$ cat src/rtl/skt_pkg.sv
// Types, constants and codes of the sorted key table.
package skt_pkg;

  localparam int DEPTH        = 16;
  localparam int KEY_BITS     = 16;
  localparam int PAYLOAD_BITS = 32;
  localparam int CNT_W        = $clog2(DEPTH + 1);
  localparam int OCC_BITS     = 5;

  localparam logic [1:0] OP_INSERT = 2'd0;
  localparam logic [1:0] OP_POP    = 2'd1;
  localparam logic [1:0] OP_REMOVE = 2'd2;

  localparam logic [1:0] ST_OK        = 2'd0;
  localparam logic [1:0] ST_EMPTY     = 2'd1;
  localparam logic [1:0] ST_FULL      = 2'd2;
  localparam logic [1:0] ST_NOT_FOUND = 2'd3;

  typedef enum logic {
    S_IDLE,
    S_EXEC
  } skt_state_e;

  typedef struct packed {
    logic [1:0]  operation;
    logic [15:0] item_key;
    logic [31:0] item_payload;
  } skt_in_t;

  typedef struct packed {
    logic [1:0]  status;
    logic [15:0] out_key;
    logic [31:0] out_payload;
    logic [4:0]  occupancy;
  } skt_out_t;

  typedef struct packed {
    logic load;
    logic exec;
  } skt_cmd_t;

endpackage

$ cat src/rtl/skt_ctrl.sv
// Controller: transaction handshakes and the load/execute sequence.
module skt_ctrl import skt_pkg::*; (
  input  logic     clk_i,
  input  logic     rst_ni,
  input  logic     in_valid_i,
  output logic     in_stall_o,
  output logic     out_valid_o,
  input  logic     out_stall_i,
  output skt_cmd_t cmd_o
);

  skt_state_e state_q, state_d;
  logic       out_valid_q, out_valid_d;

  always_ff @(posedge clk_i or negedge rst_ni) begin
    if (!rst_ni) begin
      state_q     <= S_IDLE;
      out_valid_q <= 1'b0;
    end else begin
      state_q     <= state_d;
      out_valid_q <= out_valid_d;
    end
  end

  always_comb begin
    state_d     = state_q;
    cmd_o       = '0;
    in_stall_o  = 1'b1;
    // drop the result once the transaction completes
    out_valid_d = out_valid_q && out_stall_i;
    unique case (state_q)
      S_IDLE: begin
        in_stall_o = 1'b0;
        if (in_valid_i) begin
          cmd_o.load = 1'b1;
          state_d    = S_EXEC;
        end
      end
      S_EXEC: begin
        // hold until the result register is free
        if (!out_valid_q || !out_stall_i) begin
          cmd_o.exec  = 1'b1;
          out_valid_d = 1'b1;
          state_d     = S_IDLE;
        end
      end
      default: state_d = S_IDLE;
    endcase
  end

  assign out_valid_o = out_valid_q;

endmodule

$ cat src/rtl/skt_dpath.sv
// Datapath: sorted row of entry cells with parallel compare and shift.
module skt_dpath import skt_pkg::*; (
  input  logic     clk_i,
  input  logic     rst_ni,
  input  skt_cmd_t cmd_i,
  input  skt_in_t  in_data_i,
  output skt_out_t out_data_o
);

  logic [1:0]              op_q;
  logic [KEY_BITS-1:0]     key_q;
  logic [PAYLOAD_BITS-1:0] pay_q;

  logic [KEY_BITS-1:0]     cell_key_q [DEPTH];
  logic [PAYLOAD_BITS-1:0] cell_pay_q [DEPTH];
  logic [KEY_BITS-1:0]     cell_key_d [DEPTH];
  logic [PAYLOAD_BITS-1:0] cell_pay_d [DEPTH];
  logic [CNT_W-1:0]        count_q, count_d;
  skt_out_t                res_q, res_d;

  logic [DEPTH-1:0] valid, le, match, neg_match, first, after_m, sel, take_m;
  logic             full, empty, do_ins, do_take;
  logic [KEY_BITS-1:0]     sel_key;
  logic [PAYLOAD_BITS-1:0] sel_pay;

  // command register: latch the accepted transaction
  always_ff @(posedge clk_i) begin
    if (cmd_i.load) begin
      op_q  <= in_data_i.operation;
      key_q <= in_data_i.item_key[KEY_BITS-1:0];
      pay_q <= in_data_i.item_payload[PAYLOAD_BITS-1:0];
    end
  end

  always_comb begin
    for (int i = 0; i < DEPTH; i++) begin
      valid[i] = CNT_W'(i) < count_q;
      le[i]    = valid[i] && (cell_key_q[i] <= key_q);
      match[i] = valid[i] && (cell_key_q[i] == key_q);
    end
    // lowest match and everything from it upward
    neg_match = ~match + DEPTH'(1);
    first     = match & neg_match;
    after_m   = match | neg_match;

    full  = count_q == CNT_W'(DEPTH);
    empty = count_q == '0;

    sel    = (op_q == OP_POP) ? DEPTH'(1) : first;
    take_m = (op_q == OP_POP) ? '1 : after_m;

    sel_key = '0;
    sel_pay = '0;
    for (int i = 0; i < DEPTH; i++) begin
      sel_key = sel_key | (cell_key_q[i] & {KEY_BITS{sel[i]}});
      sel_pay = sel_pay | (cell_pay_q[i] & {PAYLOAD_BITS{sel[i]}});
    end

    do_ins  = (op_q == OP_INSERT) && !full;
    do_take = ((op_q == OP_POP) && !empty) || ((op_q == OP_REMOVE) && (|match));

    res_d.status      = ST_OK;
    res_d.out_key     = '0;
    res_d.out_payload = '0;
    count_d           = count_q;
    if (op_q == OP_INSERT && full) begin
      res_d.status = ST_FULL;
    end else if ((op_q == OP_POP || op_q == OP_REMOVE) && empty) begin
      res_d.status = ST_EMPTY;
    end else if (op_q == OP_REMOVE && !(|match)) begin
      res_d.status = ST_NOT_FOUND;
    end
    if (do_ins) begin
      count_d = count_q + CNT_W'(1);
    end else if (do_take) begin
      count_d           = count_q - CNT_W'(1);
      res_d.out_key     = 16'(sel_key);
      res_d.out_payload = 32'(sel_pay);
    end
    res_d.occupancy = OCC_BITS'(count_d);

    // insert: the first cell above the equal-or-smaller keys takes the new
    // entry, cells above it move up by one
    cell_key_d[0] = le[0] ? cell_key_q[0] : key_q;
    cell_pay_d[0] = le[0] ? cell_pay_q[0] : pay_q;
    for (int i = 1; i < DEPTH; i++) begin
      if (le[i]) begin
        cell_key_d[i] = cell_key_q[i];
        cell_pay_d[i] = cell_pay_q[i];
      end else if (le[i-1]) begin
        cell_key_d[i] = key_q;
        cell_pay_d[i] = pay_q;
      end else begin
        cell_key_d[i] = cell_key_q[i-1];
        cell_pay_d[i] = cell_pay_q[i-1];
      end
    end
    // removal: cells from the removed one upward move down by one
    if (!do_ins) begin
      for (int i = 0; i < DEPTH; i++) begin
        cell_key_d[i] = cell_key_q[i];
        cell_pay_d[i] = cell_pay_q[i];
      end
      for (int i = 0; i < DEPTH - 1; i++) begin
        if (take_m[i]) begin
          cell_key_d[i] = cell_key_q[i+1];
          cell_pay_d[i] = cell_pay_q[i+1];
        end
      end
    end
  end

  always_ff @(posedge clk_i) begin
    if (cmd_i.exec && (do_ins || do_take)) begin
      for (int i = 0; i < DEPTH; i++) begin
        cell_key_q[i] <= cell_key_d[i];
        cell_pay_q[i] <= cell_pay_d[i];
      end
    end
    if (cmd_i.exec) begin
      res_q <= res_d;
    end
  end

  always_ff @(posedge clk_i or negedge rst_ni) begin
    if (!rst_ni) begin
      count_q <= '0;
    end else if (cmd_i.exec) begin
      count_q <= count_d;
    end
  end

  assign out_data_o = res_q;

endmodule

$ cat src/rtl/sorted_key_table.sv
// A transaction is latched in the command register, then executed into the result register.
// The block takes a new transaction only after the current one has executed; a held result delays the execute step.
// Each execute step compares all DEPTH cells in parallel and shifts the row once.
// Reset clears the entry count and the result valid; cell contents are not cleared.
// The block takes transactions from the first cycle after reset.
module sorted_key_table import skt_pkg::*; (
  input  logic     clk_i,
  input  logic     rst_ni,
  input  logic     in_valid_i,
  output logic     in_stall_o,
  input  skt_in_t  in_data_i,
  output logic     out_valid_o,
  input  logic     out_stall_i,
  output skt_out_t out_data_o
);

  skt_cmd_t cmd;

  skt_ctrl u_ctrl (
    .clk_i       (clk_i),
    .rst_ni      (rst_ni),
    .in_valid_i  (in_valid_i),
    .in_stall_o  (in_stall_o),
    .out_valid_o (out_valid_o),
    .out_stall_i (out_stall_i),
    .cmd_o       (cmd)
  );

  skt_dpath u_dpath (
    .clk_i      (clk_i),
    .rst_ni     (rst_ni),
    .cmd_i      (cmd),
    .in_data_i  (in_data_i),
    .out_data_o (out_data_o)
  );

endmodule

$ cat config.mk
export PLATFORM = sky130hd
export DESIGN_NAME = sorted_key_table
export DESIGN_NICKNAME = d
export VERILOG_FILES = /design/src/rtl/skt_pkg.sv /design/src/rtl/skt_ctrl.sv /design/src/rtl/skt_dpath.sv /design/src/rtl/sorted_key_table.sv
export SDC_FILE = /design/constraint.sdc
export NUM_CORES = 2
export LEC_CHECK = 0
export BUFFER_PORTS_ARGS = -buffer_cell sky130_fd_sc_hd__buf_2
export CORE_ASPECT_RATIO = 0.7
export CORE_MARGIN = 4
export CORE_UTILIZATION = 33
export CTS_CLUSTER_DIAMETER = 40
export DETAILED_ROUTE_END_ITERATION = 7
export RECOVER_POWER = 50
export SLEW_MARGIN = 20
export SYNTH_ARGS = -nofsm -noshare
export SYNTH_HDL_FRONTEND = slang
export SYNTH_SLANG_ARGS = --single-unit
$ cat constraint.sdc
create_clock -name clk_i -period 10.4 [get_ports clk_i]
set_clock_uncertainty 0.1 [all_clocks]
set_input_delay 1.04 -clock clk_i [delete_from_list [all_inputs] [get_ports clk_i]]
set_output_delay 1.04 -clock clk_i [all_outputs]
set_load 0.005 [all_outputs]
==> metrics.log <==
INFO  metric run_status = complete, but fails checks
INFO  metric violations = DRC, capacitance limit, slew limit
INFO  metric cts-root-to-sink-buffers = 3
INFO  metric routed_wl = 216,000 um
INFO  metric grtUsageTotal = 24.8%
INFO  metric post_synth_inst_count = 5,043
INFO  metric fin_crit_sh = 82.7%
INFO  metric synth.yosys.seq_area_share = 49.7%
INFO  metric clock_transition_at_the_register_clock_pins_on_the_worst_setup_and_hold_paths_after_cts = 70 ps
INFO  metric ff2ff_setup_slack = 1800 ps
INFO  metric floorplan.initialDensity = 33.4%
INFO  metric overall_overflow_remaining_after_global_route = 0
INFO  metric setup_viol = 0
INFO  metric ys_dominant_reg_cell = sky130_fd_sc_hd__edfxtp_1
INFO  metric synthTopCellsByArea = sky130_fd_sc_hd__edfxtp_1 49%, sky130_fd_sc_hd__mux2i_1 12%, sky130_fd_sc_hd__o21ai_0 7.2%, sky130_fd_sc_hd__nand2_1 6.5%, sky130_fd_sc_hd__ha_1 6.2%
INFO  metric first_iter_violations = 7,768
INFO  metric yosys.cell_types.count = 81
INFO  metric cts_setup_buffers = 0
INFO  metric antenna_found_initial = 9
INFO  metric holdCritPathClass = input port to asynchronous set/reset pin
INFO  metric netlist.top_cell.by_area = sky130_fd_sc_hd__edfxtp_1
INFO  metric tritoncts.num_buffers = 109
INFO  metric area_of_the_core_region = 159,000 um^2
INFO  metric port-buffer-count = 110
INFO  metric rsz0062_at_grt = no
INFO  metric end_kind = flip-flop
INFO  metric cts_hold_buf = 0
INFO  metric timing.reg2reg.worst_path_depth = 8
INFO  metric combinational_family_with_the_most_area_after_synthesis = compound AO/OA/AOI/OAI gates
INFO  metric synth_async_reset_ratio = 0.795%
INFO  metric portion_of_netlist_area_occupied_by_mux_cells = 12.8%
INFO  metric cts_root_buf = sky130_fd_sc_hd__clkbuf_16
INFO  metric maxSlewViolCount = 661
INFO  metric post_synth_and_or_nand_nor_area_fraction = 10.3%
INFO  metric first_pass_drt_iterations = 8
INFO  metric ctsHtreeMaxLevel = 3
INFO  metric fp.dieH = 344 um
INFO  metric critical_path.slowest_cell = sky130_fd_sc_hd__clkbuf_1
INFO  metric peakVddDrop = 194 uV
INFO  metric grt_first_pass_wirelength = 301,000 um
INFO  metric design.portCount = 111
INFO  metric mappedNetlistNets = 5,360
INFO  metric worst_pin_slew = 4440 ps
INFO  metric yosys_warnings = 0
INFO  metric synth.top_cell.area_share = 49.4%
INFO  metric crit_chain = inv_1 > ha_1 > a21o_1 > a211oi_1 > a41o_1 > clkbuf_1 > a211oi_4 > buf_4
INFO  metric final-hold-violation-count = 0
INFO  metric clk-insertion-delay-late = 770 ps
INFO  metric synth-edff-count = 873
INFO  metric maximum_number_of_pins_on_one_net_before_global_route_repair = 280
INFO  metric slew-limit-headroom = -196%
INFO  metric crit_path_max_incr_delay = 2790 ps
INFO  metric num_rows = 122
INFO  metric cellPowerDensity = 249 nW/um^2
INFO  metric fmax = 116 MHz
INFO  metric post_synth_fa_ha_maj_area_fraction = 6.20%
INFO  metric criticalPathCategory = flip-flop to flip-flop
INFO  metric min_period = 8600 ps
INFO  metric via_count = 43,966
INFO  metric synth_compound_gate_area_share = 17.0%
INFO  metric drc = 6
INFO  metric setup.worst_path.start_class = flip-flop
INFO  metric area_delta_synth_final = 11.2%
INFO  metric layout_commonest_cell = sky130_fd_sc_hd__nand2_1
INFO  metric timing.critical_path.arrival = 8900 ps
INFO  metric cts.sinks = 880
INFO  metric layout.cells.most_common_list = 920 x sky130_fd_sc_hd__nand2_1, 873 x sky130_fd_sc_hd__edfxtp_1, 769 x sky130_fd_sc_hd__o21ai_0
INFO  metric synth.ff_latch_count = 880
INFO  metric synthXorXnorAreaFrac = 0.0989%
INFO  metric dp_hpwl = 138,000 um
INFO  metric drive_above_1_share = 8.99%
INFO  metric synthesis.area = 53,100 um^2
INFO  metric timing.rr.start = u_dpath.key_q[14]
INFO  metric first_global_vias = 39,569
INFO  metric cts-resized-gates = 0
INFO  metric post-place-ws = 4200 ps
INFO  metric final_critical_path_setup_slack = 1800 ps
INFO  metric cts_tree = done
INFO  metric final.setup.tns = 0 ps
INFO  metric synthesis.area_per_instance = 10.5 um^2
INFO  metric cp.required = 10,700 ps
INFO  metric cap_violations = 26
INFO  metric rr_endpoint = u_dpath.cell_key_q[3][7]
INFO  metric floorplan.die_area = 168,000 um^2
INFO  metric detail_route.wl_per_cell = 30.4 um
INFO  metric path_delay_family = buffers and inverters
INFO  metric floorplan.die.width = 487 um
INFO  metric total_leakage_power = 22.1 nW
INFO  metric final_net_count = 5,223
INFO  metric count_of_buffer_and_inverter_cells_on_the_critical_path = 3
INFO  metric drtAntennaViolNets = 0
INFO  metric place_congestion = 1.05
INFO  metric route.detailed.vias_per_inst = 6.19
INFO  metric critical_path_peak_fanout = 29
area by class of cell:
type / instances / area, um^2
Antenna cell: 2 / 5.00
Sequential cell: 880 / 26400
Inverter: 50 / 188
Multi-Input combinational cell: 3653 / 25000
Timing Repair Buffer: 212 / 1210
Clock inverter: 77 / 727
Fill cell: 15663 / 100000
Clock buffer: 125 / 2860
Tap cell: 2108 / 2640
worst register-to-register path: cells and delay by family (launching register included):
kind,cells,cell delay [ps]
flip-flops,1,770
AO/OA/AOI/OAI,4,2960
adder cells (fa/ha/maj),1,470
buffers and inverters,3,3920
sequential cells by signal, indices dropped and copies added, names as in the netlist, 2 cells and up:
name                count
u_dpath.cell_pay_q    512
u_dpath.cell_key_q    256
u_dpath.pay_q          32
u_dpath.out_data_o     55
u_dpath.op_q            2
u_dpath.count_q         5
u_dpath.key_q          16
per-stage QoR:
stage               area (um^2)  hold WS [ps]  utilization (%)  power, mW  instances
global placement          55700           434             35.0       10.5       6903
detailed placement        55700           441             35.0       10.6       6903
floorplan                 53100           399                -       8.57       5043
CTS                       59300          20.2             37.3       14.5       7105
global route              59000           249             37.1       15.2       7105
finish                    59000           266             37.1       14.7       7107
report_power, final:
part	total (mW)	internal [mW]	switching, mW
combinational	5.43	1.92	3.51
clock	3.84	2.15	1.69
sequential	5.43	4.77	0.665
total	14.7	8.83	5.86
cells in the mapped netlist, drive strengths merged, types with 5 or more instances:
cell type	instances
buf	119
nor4	10
and4	5
o221a	47
o21a	27
nor3	31
a21oi	70
nand3	131
clkbuf	341
a32oi	5
and3	8
mux2i	624
nand2b	8
ha	263
mux2	48
o31ai	7
a21o	47
o211ai	6
o21ai	773
a31oi	65
a211oi	24
and2	5
o22ai	47
a222oi	47
nor2	63
a22o	48
a22oi	37
nor2b	32
dfrtp	7
xnor2	5
nand2	923
a221oi	144
nand4	53
inv	49
edfxtp	873
cell families after synthesis:
kind of cell | Yosys count
XOR/XNOR | 6
buffers and inverters | 510
adder cells (fa/ha/maj) | 263
AND/OR/NAND/NOR | 1287
AO/OA/AOI/OAI | 1425
multiplexers | 672
flip-flops | 880
layer usage:
layer	up-vias	part of all wire, %	track usage [%]
met2	3162	37	31.0
met3	358	15	9.04
met5	-	0.013	0
met4	4	2.9	7.03
li1	18948	-	-
met1	21494	45	38.7
how the worst max path moves through the flow:
stage / from / endpoint / slack (ps) / cells past startpoint
after floorplan: out_stall_i / u_dpath.cell_key_q[5][0] / 1150 / 4
after global placement: u_dpath.key_q[12] / u_dpath.cell_key_q[0][28] / 4230 / 12
after detailed placement: u_dpath.key_q[12] / u_dpath.cell_key_q[0][29] / 4200 / 12
after CTS: u_dpath.key_q[12] / u_dpath.cell_key_q[0][28] / 4150 / 12
after global routing: u_dpath.key_q[14] / u_dpath.cell_pay_q[0][216] / 1990 / 8
final: u_dpath.key_q[14] / u_dpath.cell_key_q[3][7] / 1800 / 8
(Power assumes the default switching activity.)
